### config.mk
export PLATFORM = sky130hd
export DESIGN_NAME = tccw_ctrl
export DESIGN_NICKNAME = d
export VERILOG_FILES = /design/src/hw/rtl/tccw_pkg.sv /design/src/hw/rtl/tccw_ctrl.sv
export SDC_FILE = /design/constraint.sdc
export NUM_CORES = 1
export LEC_CHECK = 0
export BUFFER_PORTS_ARGS = -buffer_cell sky130_fd_sc_hd__buf_4
export CORE_AREA = 8 8 45 47
export DETAILED_ROUTE_END_ITERATION = 10
export DIE_AREA = 0 0 53 55
export GPL_ROUTABILITY_DRIVEN = 0
export PLACE_DENSITY = 0.44
export SYNTH_ARGS = -nofsm -noshare
export SYNTH_HDL_FRONTEND = slang
export SYNTH_SLANG_ARGS = --single-unit
### constraint.sdc
create_clock -name clk -period 1.5 [get_ports clk]
set_clock_uncertainty 0.1 [all_clocks]
set_input_delay 0.075 -clock clk [delete_from_list [all_inputs] [get_ports clk]]
set_output_delay 0.075 -clock clk [all_outputs]
set_load 0.05 [all_outputs]
### src/hw/rtl/tccw_pkg.sv
// shared types, constants and helper functions for the text console char writer
// no dependencies
package tccw_pkg;

  localparam int DEF_MAX_COLUMNS = 80;
  localparam int DEF_MAX_ROWS    = 25;

  localparam int COL_W  = 7;
  localparam int ROW_W  = 5;
  localparam int CHAR_W = 8;
  localparam int ATTR_W = 8;
  localparam int CELL_W = CHAR_W + ATTR_W;

  localparam int CFG_IDX_W  = 3;
  localparam int CFG_DATA_W = 8;

  localparam logic [CFG_IDX_W-1:0] CFG_COLUMNS = 3'd0;
  localparam logic [CFG_IDX_W-1:0] CFG_ROWS    = 3'd1;
  localparam logic [CFG_IDX_W-1:0] CFG_ATTR    = 3'd2;
  localparam logic [CFG_IDX_W-1:0] CFG_NEWLINE = 3'd3;
  localparam logic [CFG_IDX_W-1:0] CFG_RETURN  = 3'd4;

  localparam logic [COL_W-1:0]  RESET_COLUMNS = 7'd80;
  localparam logic [ROW_W-1:0]  RESET_ROWS    = 5'd25;
  localparam logic [ATTR_W-1:0] RESET_ATTR    = 8'd7;
  localparam logic [CHAR_W-1:0] RESET_NEWLINE = 8'd10;
  localparam logic [CHAR_W-1:0] RESET_RETURN  = 8'd13;

  localparam logic [COL_W-1:0] CURSOR_COL_RESET = 7'd8;
  localparam logic [ROW_W-1:0] CURSOR_ROW_RESET = 5'd8;

  localparam logic [CHAR_W-1:0] CTRL_LIMIT = 8'd32;
  localparam logic [CHAR_W-1:0] DEL_CODE   = 8'd127;

  localparam logic KIND_PUT  = 1'b0;
  localparam logic KIND_READ = 1'b1;

  localparam int S_DATA_W = 24;
  localparam int M_DATA_W = 48;

  typedef struct packed {
    logic clear_step;
    logic scroll_step;
    logic cnt_reset;
    logic accept;
    logic write_cell;
    logic load_out;
  } dp_cmd_t;

  typedef struct packed {
    logic clear_done;
    logic scroll_done;
    logic in_read;
    logic in_scroll;
  } dp_status_t;

  function automatic int addr_bits(int depth);
    return (depth > 1) ? $clog2(depth) : 1;
  endfunction

  function automatic int count_bits(int depth);
    return $clog2(depth + 1);
  endfunction

endpackage

### src/hw/rtl/tccw_ctrl.sv
// controller state machine: clearing pass, item sequencing, output word valid
// depends on tccw_pkg
module tccw_ctrl
  import tccw_pkg::*;
(
  input  logic       clk,
  input  logic       rst,
  input  logic       s_tvalid,
  output logic       s_tready,
  output logic       m_tvalid,
  input  logic       m_tready,
  input  dp_status_t status,
  output dp_cmd_t    cmd
);

  typedef enum logic [2:0] {
    ST_CLEAR,
    ST_IDLE,
    ST_SCROLL,
    ST_WRITE,
    ST_READ,
    ST_RDATA
  } state_t;

  state_t state;
  state_t state_next;
  logic   out_free;

  assign out_free = !m_tvalid || m_tready;
  assign s_tready = (state == ST_IDLE);

  always_comb begin
    state_next = state;
    cmd        = '0;
    unique case (state)
      ST_CLEAR: begin
        cmd.clear_step = 1'b1;
        if (status.clear_done) begin
          cmd.cnt_reset = 1'b1;
          state_next    = ST_IDLE;
        end
      end
      ST_IDLE: begin
        if (s_tvalid) begin
          cmd.accept = 1'b1;
          if (status.in_read) begin
            state_next = ST_READ;
          end else if (status.in_scroll) begin
            state_next = ST_SCROLL;
          end else begin
            state_next = ST_WRITE;
          end
        end
      end
      ST_SCROLL: begin
        cmd.scroll_step = 1'b1;
        if (status.scroll_done) begin
          cmd.cnt_reset = 1'b1;
          state_next    = ST_WRITE;
        end
      end
      ST_WRITE: begin
        if (out_free) begin
          cmd.write_cell = 1'b1;
          cmd.load_out   = 1'b1;
          state_next     = ST_IDLE;
        end
      end
      ST_READ: begin
        state_next = ST_RDATA;
      end
      ST_RDATA: begin
        if (out_free) begin
          cmd.load_out = 1'b1;
          state_next   = ST_IDLE;
        end
      end
      default: begin
        state_next = ST_CLEAR;
      end
    endcase
  end

  always_ff @(posedge clk) begin
    if (rst) begin
      state    <= ST_CLEAR;
      m_tvalid <= 1'b0;
    end else begin
      state <= state_next;
      if (cmd.load_out) begin
        m_tvalid <= 1'b1;
      end else if (m_tready) begin
        m_tvalid <= 1'b0;
      end
    end
  end

endmodule

==> flow_summary.yaml, run 1 <==
outcome:
  status: "completed"
clock_network:
  cts_buffers: 3
  clk_latency_ns: 0.24
  root_buffer: "clkbuf_4"
  clock_tree_from_tritoncts: "built"
  clk_transition_reported_paths_ns: 0.05
  clock_sink_count: 4
  h-tree-depth: 1
  maximum_clock_insertion_buffer_count: 2
synthesis:
  proportion_of_synthesized_chip_area_in_sequential_cells: 0.2712
  synth-compound-area-share: 0.2034
  synth_seq_cells: 4
  xor_xnor_portion_of_the_synthesized_cell_area: 0.02966
  synth_top_cell_area_share: 0.2712
  synthMuxAreaShare: 0.03390
  share_of_synthesized_cell_area_in_and_or_nand_and_nor_gates: 0.3814
  syn-cell-area_um2: 295.3
  cell_taking_the_most_area_after_synthesis: "dfxtp_1"
  synthCells: 39
  syn-num-nets: 47
  synth_top_family_by_area: "simple AND/OR/NAND/NOR gates"
  netlist-cell-type-count: 22
  average_footprint_of_a_synthesized_cell_um2: 7.571
  yosys-top-cells-area: "dfxtp_1, a21oi_1, nor3b_1"
  yosys_warnings: 0
  arithmetic_cell_share_of_the_synthesized_area_counting_full_adders_half_adders_and_majority_gates: 0
die:
  boundaryPins: 16
  standard_cell_rows: 14
  die_y_um: 55
  fp.coreArea_um2: 1384
  initial_utilization: 0.2134
  design.die.area_um2: 2915
  die_width_um: 53
sta:
  setup-tns-final_ns: 0
  rsz0062_at_grt: "yes"
  final-hold-violation-count: 0
  final-max-slew-violation-count: 0
  maxSlewHeadroom: 0.8625
  clock.fmax_mhz: 681.9
  fin_crit_sh: 0.9777
  finalCriticalPeriod_ns: 1.466
  setup_viol: 0
  max_slew.worst_pin.slew_ns: 0.2055
  hold-worst-slack_ns: 0.02037
route:
  drcViolationCount: 0
  route.final.wire_length_um: 1062
  routed_antenna_nets: 0
  post_drt_via_cell_ratio: 4.705
  via_count: 367
  route.detailed.wl_per_inst_um: 13.62
  detail_route.first_pass.iterations: 2
  drt_iter0_markers: 4
grt:
  grt_util_met1: 0.07132
  largest_net_degree_at_the_start_of_global_routing: 10
  global_route.peak_usage_layer: "met2"
  number_of_antenna_violations_at_the_first_check_in_global_routing: 0
  first_pass_grt_wire_length_um: 1683
  globalRoute.totalOverflow: 0
  grt_pass1_vias: 408
  use_met3: 0.02406
  track_usage: 0.07755
  met2_usage: 0.1445
job:
  maxCapViolCount: 0
layout:
  multi_input_area_um2: 266.5
  fin_nets: 71
  final_core_util: 0.4430
  fill_cells: 143
  finish.cell_count_without_fillers: 78
  count_of_antenna_diodes_in_the_layout: 0
  fraction_of_layout_instances_using_a_drive_strength_above_1: 0.6290
  syn2layout_area_growth_pct: 107.6
  regArea_um2: 90.09
pwr:
  powerDensity_nw_per_um2: 1170
  vdd_drop_max_mv: 0.4661
  p_leak_nw: 0.2573
setup_path:
  worst_setup_path_endpoint: "state[2]$_SDFFE_PP0P_"
  startpoint: "state[1]$_SDFFE_PP0P_"
  cp_data_required_time_ns: 1.56
  worstReg2RegStart: "state[1]$_SDFFE_PP0P_"
  setup.worst_path.class: "flop to flop"
  worstSetupStartpointType: "flop"
  cp-end-kind: "flop"
  critical_path.reg2reg.endpoint: "state[2]$_SDFFE_PP0P_"
  path_max_fanout: 4
  crit_arrival_ns: 1.52
  timing.reg2reg.setup_slack_ns: 0.03
  reg2regPathDepth: 4
hold_path:
  hold_class: "primary input to flop"
place:
  numPlacedInstances: 72
  detailedPlacementHpwl_um: 815.4
  count_of_input_and_output_buffers: 15
==> state kept, by name, indices dropped and copies added, names as in the netlist <==
| name | cells |
|---|---|
| m_tvalid | 1 |
| state | 3 |
==> repair_timing <==
action | CTS | global route
resized for setup | 2 | 9
setup buffers | 0 | 1
hold buffers | 1 | 0
hold endpoints to repair | 4 | 0
setup endpoints to repair | 2 | 5
pin swaps | 0 | 4
==> worst min path at each step <==
stage | to | depth (start not counted) | startpoint | slack [ns]
after floorplan | m_tvalid$_SDFFE_PP0P_ | 1 | rst | 0.03
after global placement | m_tvalid$_SDFFE_PP0P_ | 2 | rst | 0.16
after detailed placement | state[1]$_SDFFE_PP0P_ | 2 | rst | 0.16
after CTS | m_tvalid$_SDFFE_PP0P_ | 3 | m_tready | 0.003
after global routing | m_tvalid$_SDFFE_PP0P_ | 3 | m_tready | 0.03
final | m_tvalid$_SDFFE_PP0P_ | 3 | m_tready | 0.02
==> area by class of cell <==
class | instances | area share
flip-flops and latches | 4 | 0.1469
well taps | 16 | 0.03265
inverters | 1 | 0.006122
repair buffers | 22 | 0.3367
clock buffers | 4 | 0.04286
multi-input cells | 31 | 0.4347
==> critical path, stage by stage, from the launching register on <==
cell     delay (ns)
dfxtp_2        0.33
xor2_1         0.18
a32o_2         0.29
or3_1          0.36
a21oi_2        0.13
==> layer usage <==
metal  routed length, um  part of all wire
met2                 582              0.55
met4                   0                 0
met1                 411              0.39
met5                   0                 0
met3                  68             0.064
==> synth_stat cells <==
library cell  count
a21oi_1           6
buf_2             1
inv_1             1
buf_4             2
a22o_1            1
nor4b_1           1
nor3b_1           3
nor3_1            1
nand2b_1          1
a32o_2            1
and3b_1           1
dfxtp_1           4
nor2_1            2
nand2_1           4
or3_1             2
xor2_1            1
o21ai_0           2
nor2_2            1
nand3b_1          1
and2_1            1
mux2i_1           1
nor2b_1           1
==> power breakdown <==
part	internal (W)	switching [W]
registers	0.000123	0.0000211
clock network	0.000100	0.0000510
logic	0.000192	0.000231
total	0.000415	0.000303
==> logic make-up after synthesis <==
kind of cell / after synthesis
XOR/XNOR: 1
flip-flops: 4
AND/OR/NAND/NOR: 19
buffers and inverters: 4
AO/OA/AOI/OAI: 10
multiplexers: 1
==> stage by stage <==
| stage | instance area (um^2) | setup WS [ns] | total power (W) |
|---|---|---|---|
| after CTS | 559.3 | 0.004535 | 0.0006770 |
| after global routing | 613.1 | -0.01523 | 0.0007539 |
| after global placement | 515.5 | 0.1107 | 0.0005098 |
| after floorplan | 379.1 | -0.02037 | 0.0004227 |
| final | 613.1 | 0.03351 | 0.0007174 |
| after detailed placement | 515.5 | 0.06127 | 0.0005154 |
==> cells in the final DEF (no fill, tap or decap) <==
master,instances
buf_8,1
a21oi_1,4
dfxtp_2,2
nor3b_1,1
a22o_4,1
nand3b_1,1
mux2i_1,1
o21ai_1,1
clkbuf_4,3
clkbuf_1,1
and3b_1,1
nor4b_4,1
inv_1,1
a21oi_2,2
buf_6,5
nand2b_1,1
xor2_1,1
nor2_2,1
o21ai_0,1
nor2_1,2
dlygate4sd3_1,1
nor3_4,1
nor3b_4,2
or3_1,2
and2_4,1
a32o_2,1
nor2b_4,1
nand2_1,4
buf_12,1
buf_4,14
dfxtp_4,2
Note: power is estimated with default switching activity, not from simulation.
==> inputs of run 2 (changes only) <==
- MAX_ROUTING_LAYER: default -> met4
==> run 2 against run 1 <==
Net effect:
- die area is the same
- sequential power hardly changed
- cell area did not move
- clock power about the same
- global-route usage rose by 0.24 points
- power is essentially flat
- sequential cell count is the same
- final cell count did not move
- core utilization did not move
- via count is the same
- sequential share of layout area unchanged
- clock-buffer cell count unchanged
==> flow_summary.yaml, run 2 (synthesis gave the netlist of run 1 again) <==
grt:
  met2_usage: 0.1445
  number_of_antenna_violations_at_the_first_check_in_global_routing: 0
  use_met3: 0.01337
  grt_util_met1: 0.07739
  track_usage: 0.07991
  global_route.peak_usage_layer: "met2"
  grt_pass1_vias: 408
  first_pass_grt_wire_length_um: 1683
  globalRoute.totalOverflow: 0
  largest_net_degree_at_the_start_of_global_routing: 10
sta:
  clock.fmax_mhz: 681.9
  final-max-slew-violation-count: 0
  fin_crit_sh: 0.9777
  max_slew.worst_pin.slew_ns: 0.2055
  maxSlewHeadroom: 0.8625
  hold-worst-slack_ns: 0.02037
  setup-tns-final_ns: 0
  final-hold-violation-count: 0
  finalCriticalPeriod_ns: 1.466
  setup_viol: 0
  rsz0062_at_grt: "yes"
layout:
  largest_register_ffs: 3
  fill_cells: 143
  fraction_of_layout_instances_using_a_drive_strength_above_1: 0.6290
  largest-register: "state"
  fin_nets: 71
  syn2layout_area_growth_pct: 107.6
  layout.cells.most_common: "buf_4"
  multi_input_area_um2: 266.5
  count_of_antenna_diodes_in_the_layout: 0
  reg.largest.list: "state x3, m_tvalid x1"
  regArea_um2: 90.09
  top_library_cells_by_usage_in_the_layout_fill_and_taps_aside: "buf_4, buf_6, nand2_1, a21oi_1, clkbuf_4"
setup_path:
  cp-end-kind: "flop"
  timing.reg2reg.setup_slack_ns: 0.03
  path_delay_family: "compound AO/OA/AOI/OAI gates"
  cp_num_buf_inv: 0
  worstSetupPathDepth: 4
  path_max_fanout: 4
  worstReg2RegStart: "state[1]$_SDFFE_PP0P_"
  timing.critical_path.slowest_stage_cell: "or3_1"
  critical_path.reg2reg.endpoint: "state[2]$_SDFFE_PP0P_"
  setup.worst_path.class: "flop to flop"
  worstSetupStartpointType: "flop"
  slowest_delay_ns: 0.36
  crit_arrival_ns: 1.52
  cp_data_required_time_ns: 1.56
  reg2regPathDepth: 4
  cp_cell_sequence: "xor2_1, a32o_2, or3_1, a21oi_2"
route:
  via_count: 367
  drcViolationCount: 0
  detail_route.first_pass.iterations: 2
  routed_antenna_nets: 0
  route.final.wire_length_um: 1062
  route.detailed.wl_per_inst_um: 13.62
  drt_iter0_markers: 4
  post_drt_via_cell_ratio: 4.705
hold_path:
  holdPathEnd: "m_tvalid$_SDFFE_PP0P_"
  hold_class: "primary input to flop"
  hp-start: "m_tready"
  whs_path_depth: 3
clock_network:
  h-tree-depth: 1
  maximum_clock_insertion_buffer_count: 2
  clock_sink_count: 4
  cts_buffers: 3
  root_buffer: "clkbuf_4"
  clk_latency_ns: 0.24
  clock_tree_from_tritoncts: "built"
  clk_transition_reported_paths_ns: 0.05
die:
  design.die.area_um2: 2915
  die_width_um: 53
  boundaryPins: 16
  initial_utilization: 0.2134
  die_y_um: 55
  fp.coreArea_um2: 1384
  standard_cell_rows: 14
place:
  detailedPlacementHpwl_um: 815.4
  count_of_input_and_output_buffers: 15
pwr:
  vdd_drop_max_mv: 0.4663
  powerDensity_nw_per_um2: 1170
  p_leak_nw: 0.2573
outcome:
  status: "completed"
job:
  maxCapViolCount: 0
## run 2: tightest hold or removal path: cells and delay by family
family / cells / cell delay [ns]
buffers and inverters: 1 / 0.10
AND/OR/NAND/NOR: 1 / 0.09
AO/OA/AOI/OAI: 1 / 0.06
## run 2: how the worst max path moves through the flow
| stage | start | end | slack, ns |
|---|---|---|---|
| final | state[1]$_SDFFE_PP0P_ | state[2]$_SDFFE_PP0P_ | 0.03 |
| after global routing | m_tvalid$_SDFFE_PP0P_ | cmd[1] | -0.01 |
| after CTS | state[2]$_SDFFE_PP0P_ | cmd[3] | 0.005 |
| after detailed placement | state[1]$_SDFFE_PP0P_ | state[2]$_SDFFE_PP0P_ | 0.06 |
| after global placement | state[0]$_SDFFE_PP0P_ | state[2]$_SDFFE_PP0P_ | 0.11 |
| after floorplan | state[0]$_SDFFE_PP0P_ | cmd[2] | -0.02 |
## run 2: power by group
group / leakage (nW) / internal [W] / total, W / switching (W)
sequential: 0.0350 / 0.000123 / 0.000144 / 0.0000211
combinational: 0.207 / 0.000192 / 0.000422 / 0.000231
clock: 0.0150 / 0.000100 / 0.000151 / 0.0000510
## run 2: layer usage
metal,vias up,part of all wire
met2,10,0.55
met5,-,0
li1,183,-
met3,0,0.039
met1,174,0.41
met4,0,0
## run 2: metrics by stage
stage | area (um^2) | instances | power, W | setup WS, ns | utilization
final | 613.1 | 78 | 0.0007175 | 0.03351 | 0.4430
after global routing | 613.1 | 78 | 0.0007536 | -0.01465 | 0.4430
after CTS | 559.3 | 77 | 0.0006770 | 0.004535 | 0.4042
after detailed placement | 515.5 | 72 | 0.0005154 | 0.06127 | 0.3725
after global placement | 515.5 | 72 | 0.0005098 | 0.1107 | 0.3725
after floorplan | 379.1 | 39 | 0.0004227 | -0.02037 | -
## run 2: final cells by class
| class | instances | area share |
|---|---|---|
| Inverter | 1 | 0.006122 |
| Multi-Input combinational cell | 31 | 0.4347 |
| Tap cell | 16 | 0.03265 |
| Timing Repair Buffer | 22 | 0.3367 |
| Clock buffer | 4 | 0.04286 |
| Sequential cell | 4 | 0.1469 |
## run 2: timing repair
action | in CTS | in global routing
pin swaps | 0 | 4
setup endpoints to repair | 2 | 5
hold buffers | 1 | 0
buffers inserted | 0 | 1
resized for setup | 2 | 9
hold endpoints to repair | 4 | 0
==> inputs of run 3 (changes only) <==
- CORE_AREA: 8 8 45 47 -> 2 2 39 41
- DIE_AREA: 0 0 53 55 -> 0 0 41 43
- RECOVER_POWER: default -> 25
==> run 3 against run 2 <==
Net effect:
- combinational power decreased by 7.3%
- register-to-register slack about the same
- routed wire length fell by 10%
- non-clock buffer count is 1 lower
- via count down 1.1%
- clock-buffer cell count unchanged
- clock power about the same
- cell area shrank 4.5%
- maximum frequency is 0.69% lower
==> flow_summary.yaml, run 3 (synthesis gave the netlist of run 1 again) <==
outcome:
  status: "completed"
pwr:
  pwr-share-clk: 0.219
  switching_share: 0.4297
  vdd_drop_max_mv: 0.6519
  p_leak_nw: 0.2457
  switching_component_of_the_power_w: 0.0002957
  powerDensity_nw_per_um2: 1175
  power_report.internal_total_w: 0.0003924
  combinationalPowerShare: 0.569
  share_of_total_power_in_sequential_cells: 0.212
setup_path:
  critical_path.reg2reg.endpoint: "state[2]$_SDFFE_PP0P_"
  cp-end-kind: "flop"
  timing.reg2reg.setup_slack_ns: 0.02
  setup.worst_path.class: "flop to flop"
  reg2regPathDepth: 4
  path_max_fanout: 4
  worstSetupStartpointType: "flop"
  worstReg2RegStart: "state[2]$_SDFFE_PP0P_"
  crit_arrival_ns: 1.54
  cp_data_required_time_ns: 1.57
grt:
  number_of_antenna_violations_at_the_first_check_in_global_routing: 0
  grt_pass1_vias: 382
  track_usage: 0.1264
  first_pass_grt_wire_length_um: 1428
  largest_net_degree_at_the_start_of_global_routing: 10
  globalRoute.totalOverflow: 0
clock_network:
  cts_setup_buffers: 0
  clock_tree_from_tritoncts: "built"
  clk_transition_reported_paths_ns: 0.05
  root_buffer: "clkbuf_4"
  maximum_clock_insertion_buffer_count: 2
  clk_latency_ns: 0.24
  h-tree-depth: 1
  cts_buffers: 3
  clock_sink_count: 4
layout:
  count_of_antenna_diodes_in_the_layout: 0
  layout.cells.most_common: "buf_4"
  fill_cells: 144
  final_cell_area_um2: 585.6
  finish.cell_count_without_fillers: 77
  top_library_cells_by_usage_in_the_layout_fill_and_taps_aside: "buf_4, a21oi_1, buf_6"
  final_core_util: 0.4231
  fraction_of_layout_instances_using_a_drive_strength_above_1: 0.6066
  reg.largest.list: "state x3, m_tvalid x1"
  largest-register: "state"
  syn2layout_area_growth_pct: 98.31
  fin_nets: 70
  largest_register_ffs: 3
die:
  design.die.area_um2: 1763
  die_width_um: 41
  standard_cell_rows: 14
  die_y_um: 43
  fp.coreArea_um2: 1384
  boundaryPins: 16
  initial_utilization: 0.2134
route:
  wirelength_met1_um: 393
  top_layer: "met4"
  detail_route.first_pass.iterations: 4
  drcViolationCount: 0
  post_drt_via_cell_ratio: 4.714
  met3_wirelength_um: 42
  routed_antenna_nets: 0
  drt_iter0_markers: 12
  route.detailed.wl_per_inst_um: 12.35
  route.final.wire_length_um: 951
  wire_length_on_met2_um: 509
  via_count: 363
place:
  numPlacedInstances: 72
  cell_area_reported_after_detailed_placement_um2: 515.5
  count_of_input_and_output_buffers: 15
  detailedPlacementHpwl_um: 690.5
hold_path:
  holdPathEnd: "m_tvalid$_SDFFE_PP0P_"
  whs_path_depth: 3
  hp-start: "m_tready"
  hold_class: "primary input to flop"
sta:
  final-max-slew-violation-count: 0
  finalCriticalPeriod_ns: 1.477
  rsz0062_at_grt: "yes"
  max_slew.worst_pin.slew_ns: 0.5963
  fin_crit_sh: 0.9845
  setup_viol: 0
  clock.fmax_mhz: 677.2
  maxSlewHeadroom: 0.6041
  final-hold-violation-count: 0
  setup-tns-final_ns: 0
job:
  maxCapViolCount: 0
## run 3: changes by cell type in the layout (fill, tap and decap cells not counted)
cell      delta
clkbuf_1     +1
nor2b_4      -1
or3_4        +1
a21oi_1      +1
a21oi_2      -1
or3_1        -1
nor2b_2      +1
buf_12       -1
buf_4        -1
## run 3: worst max-delay path, stage by stage (launching register included)
cell	delay [ns]
dfxtp_2	0.34
xor2_1	0.15
a32o_2	0.29
or3_1	0.36
a21oi_1	0.15
## run 3: layout make-up
| cell class | count | area, um^2 | area share |
|---|---|---|---|
| well taps | 16 | 20.02 | 0.03419 |
| inverters | 1 | 3.754 | 0.006410 |
| repair buffers | 21 | 182.7 | 0.3120 |
| flip-flops and latches | 4 | 90.09 | 0.1538 |
| multi-input cells | 31 | 262.8 | 0.4487 |
| clock buffers | 4 | 26.28 | 0.04487 |
## run 3: how the worst max path moves through the flow
stage | from | endpoint | slack [ns]
floorplan | state[0]$_SDFFE_PP0P_ | cmd[2] | -0.02
detailed placement | state[0]$_SDFFE_PP0P_ | state[1]$_SDFFE_PP0P_ | 0.08
CTS | state[2]$_SDFFE_PP0P_ | cmd[2] | 0.02
global route | state[2]$_SDFFE_PP0P_ | state[1]$_SDFFE_PP0P_ | -0.01
global placement | state[0]$_SDFFE_PP0P_ | state[0]$_SDFFE_PP0P_ | 0.1
finish | state[2]$_SDFFE_PP0P_ | state[2]$_SDFFE_PP0P_ | 0.02
## run 3: stage by stage
stage	hold slack (ns)	setup WS, ns	power (W)
2_1_floorplan	0.03436	-0.02037	0.0004227
3_3_place_gp	0.1594	0.09630	0.0005086
3_5_place_dp	0.1619	0.07658	0.0005112
4_1_cts	0.001847	0.01801	0.0006780
5_1_grt	0.03183	-0.009694	0.0007240
6_report	0.003950	0.02328	0.0006880
## run 3: metal layers
layer	vias to the layer above	GRT usage
met5	-	-
met4	0	0.1000
met3	2	0
met2	14	0.2063
met1	166	0.1346
li1	181	-
## run 3: power groups by stage
stage	sequential (W)	combinational, W	clock, W
2_1_floorplan	0.000137	0.000286	0
3_3_place_gp	0.000144	0.000365	0
4_1_cts	0.000143	0.000379	0.000156
6_report	0.000146	0.000391	0.000151
5_1_grt	0.000148	0.000416	0.000159
3_5_place_dp	0.000144	0.000367	0
## run 3: timing repair
item	in CTS	in global routing
pin swaps	1	2
endpoints found under the hold margin	4	0
gates resized for setup	3	7
cloned	0	0
hold buffers	1	0
setup endpoints to repair	3	4
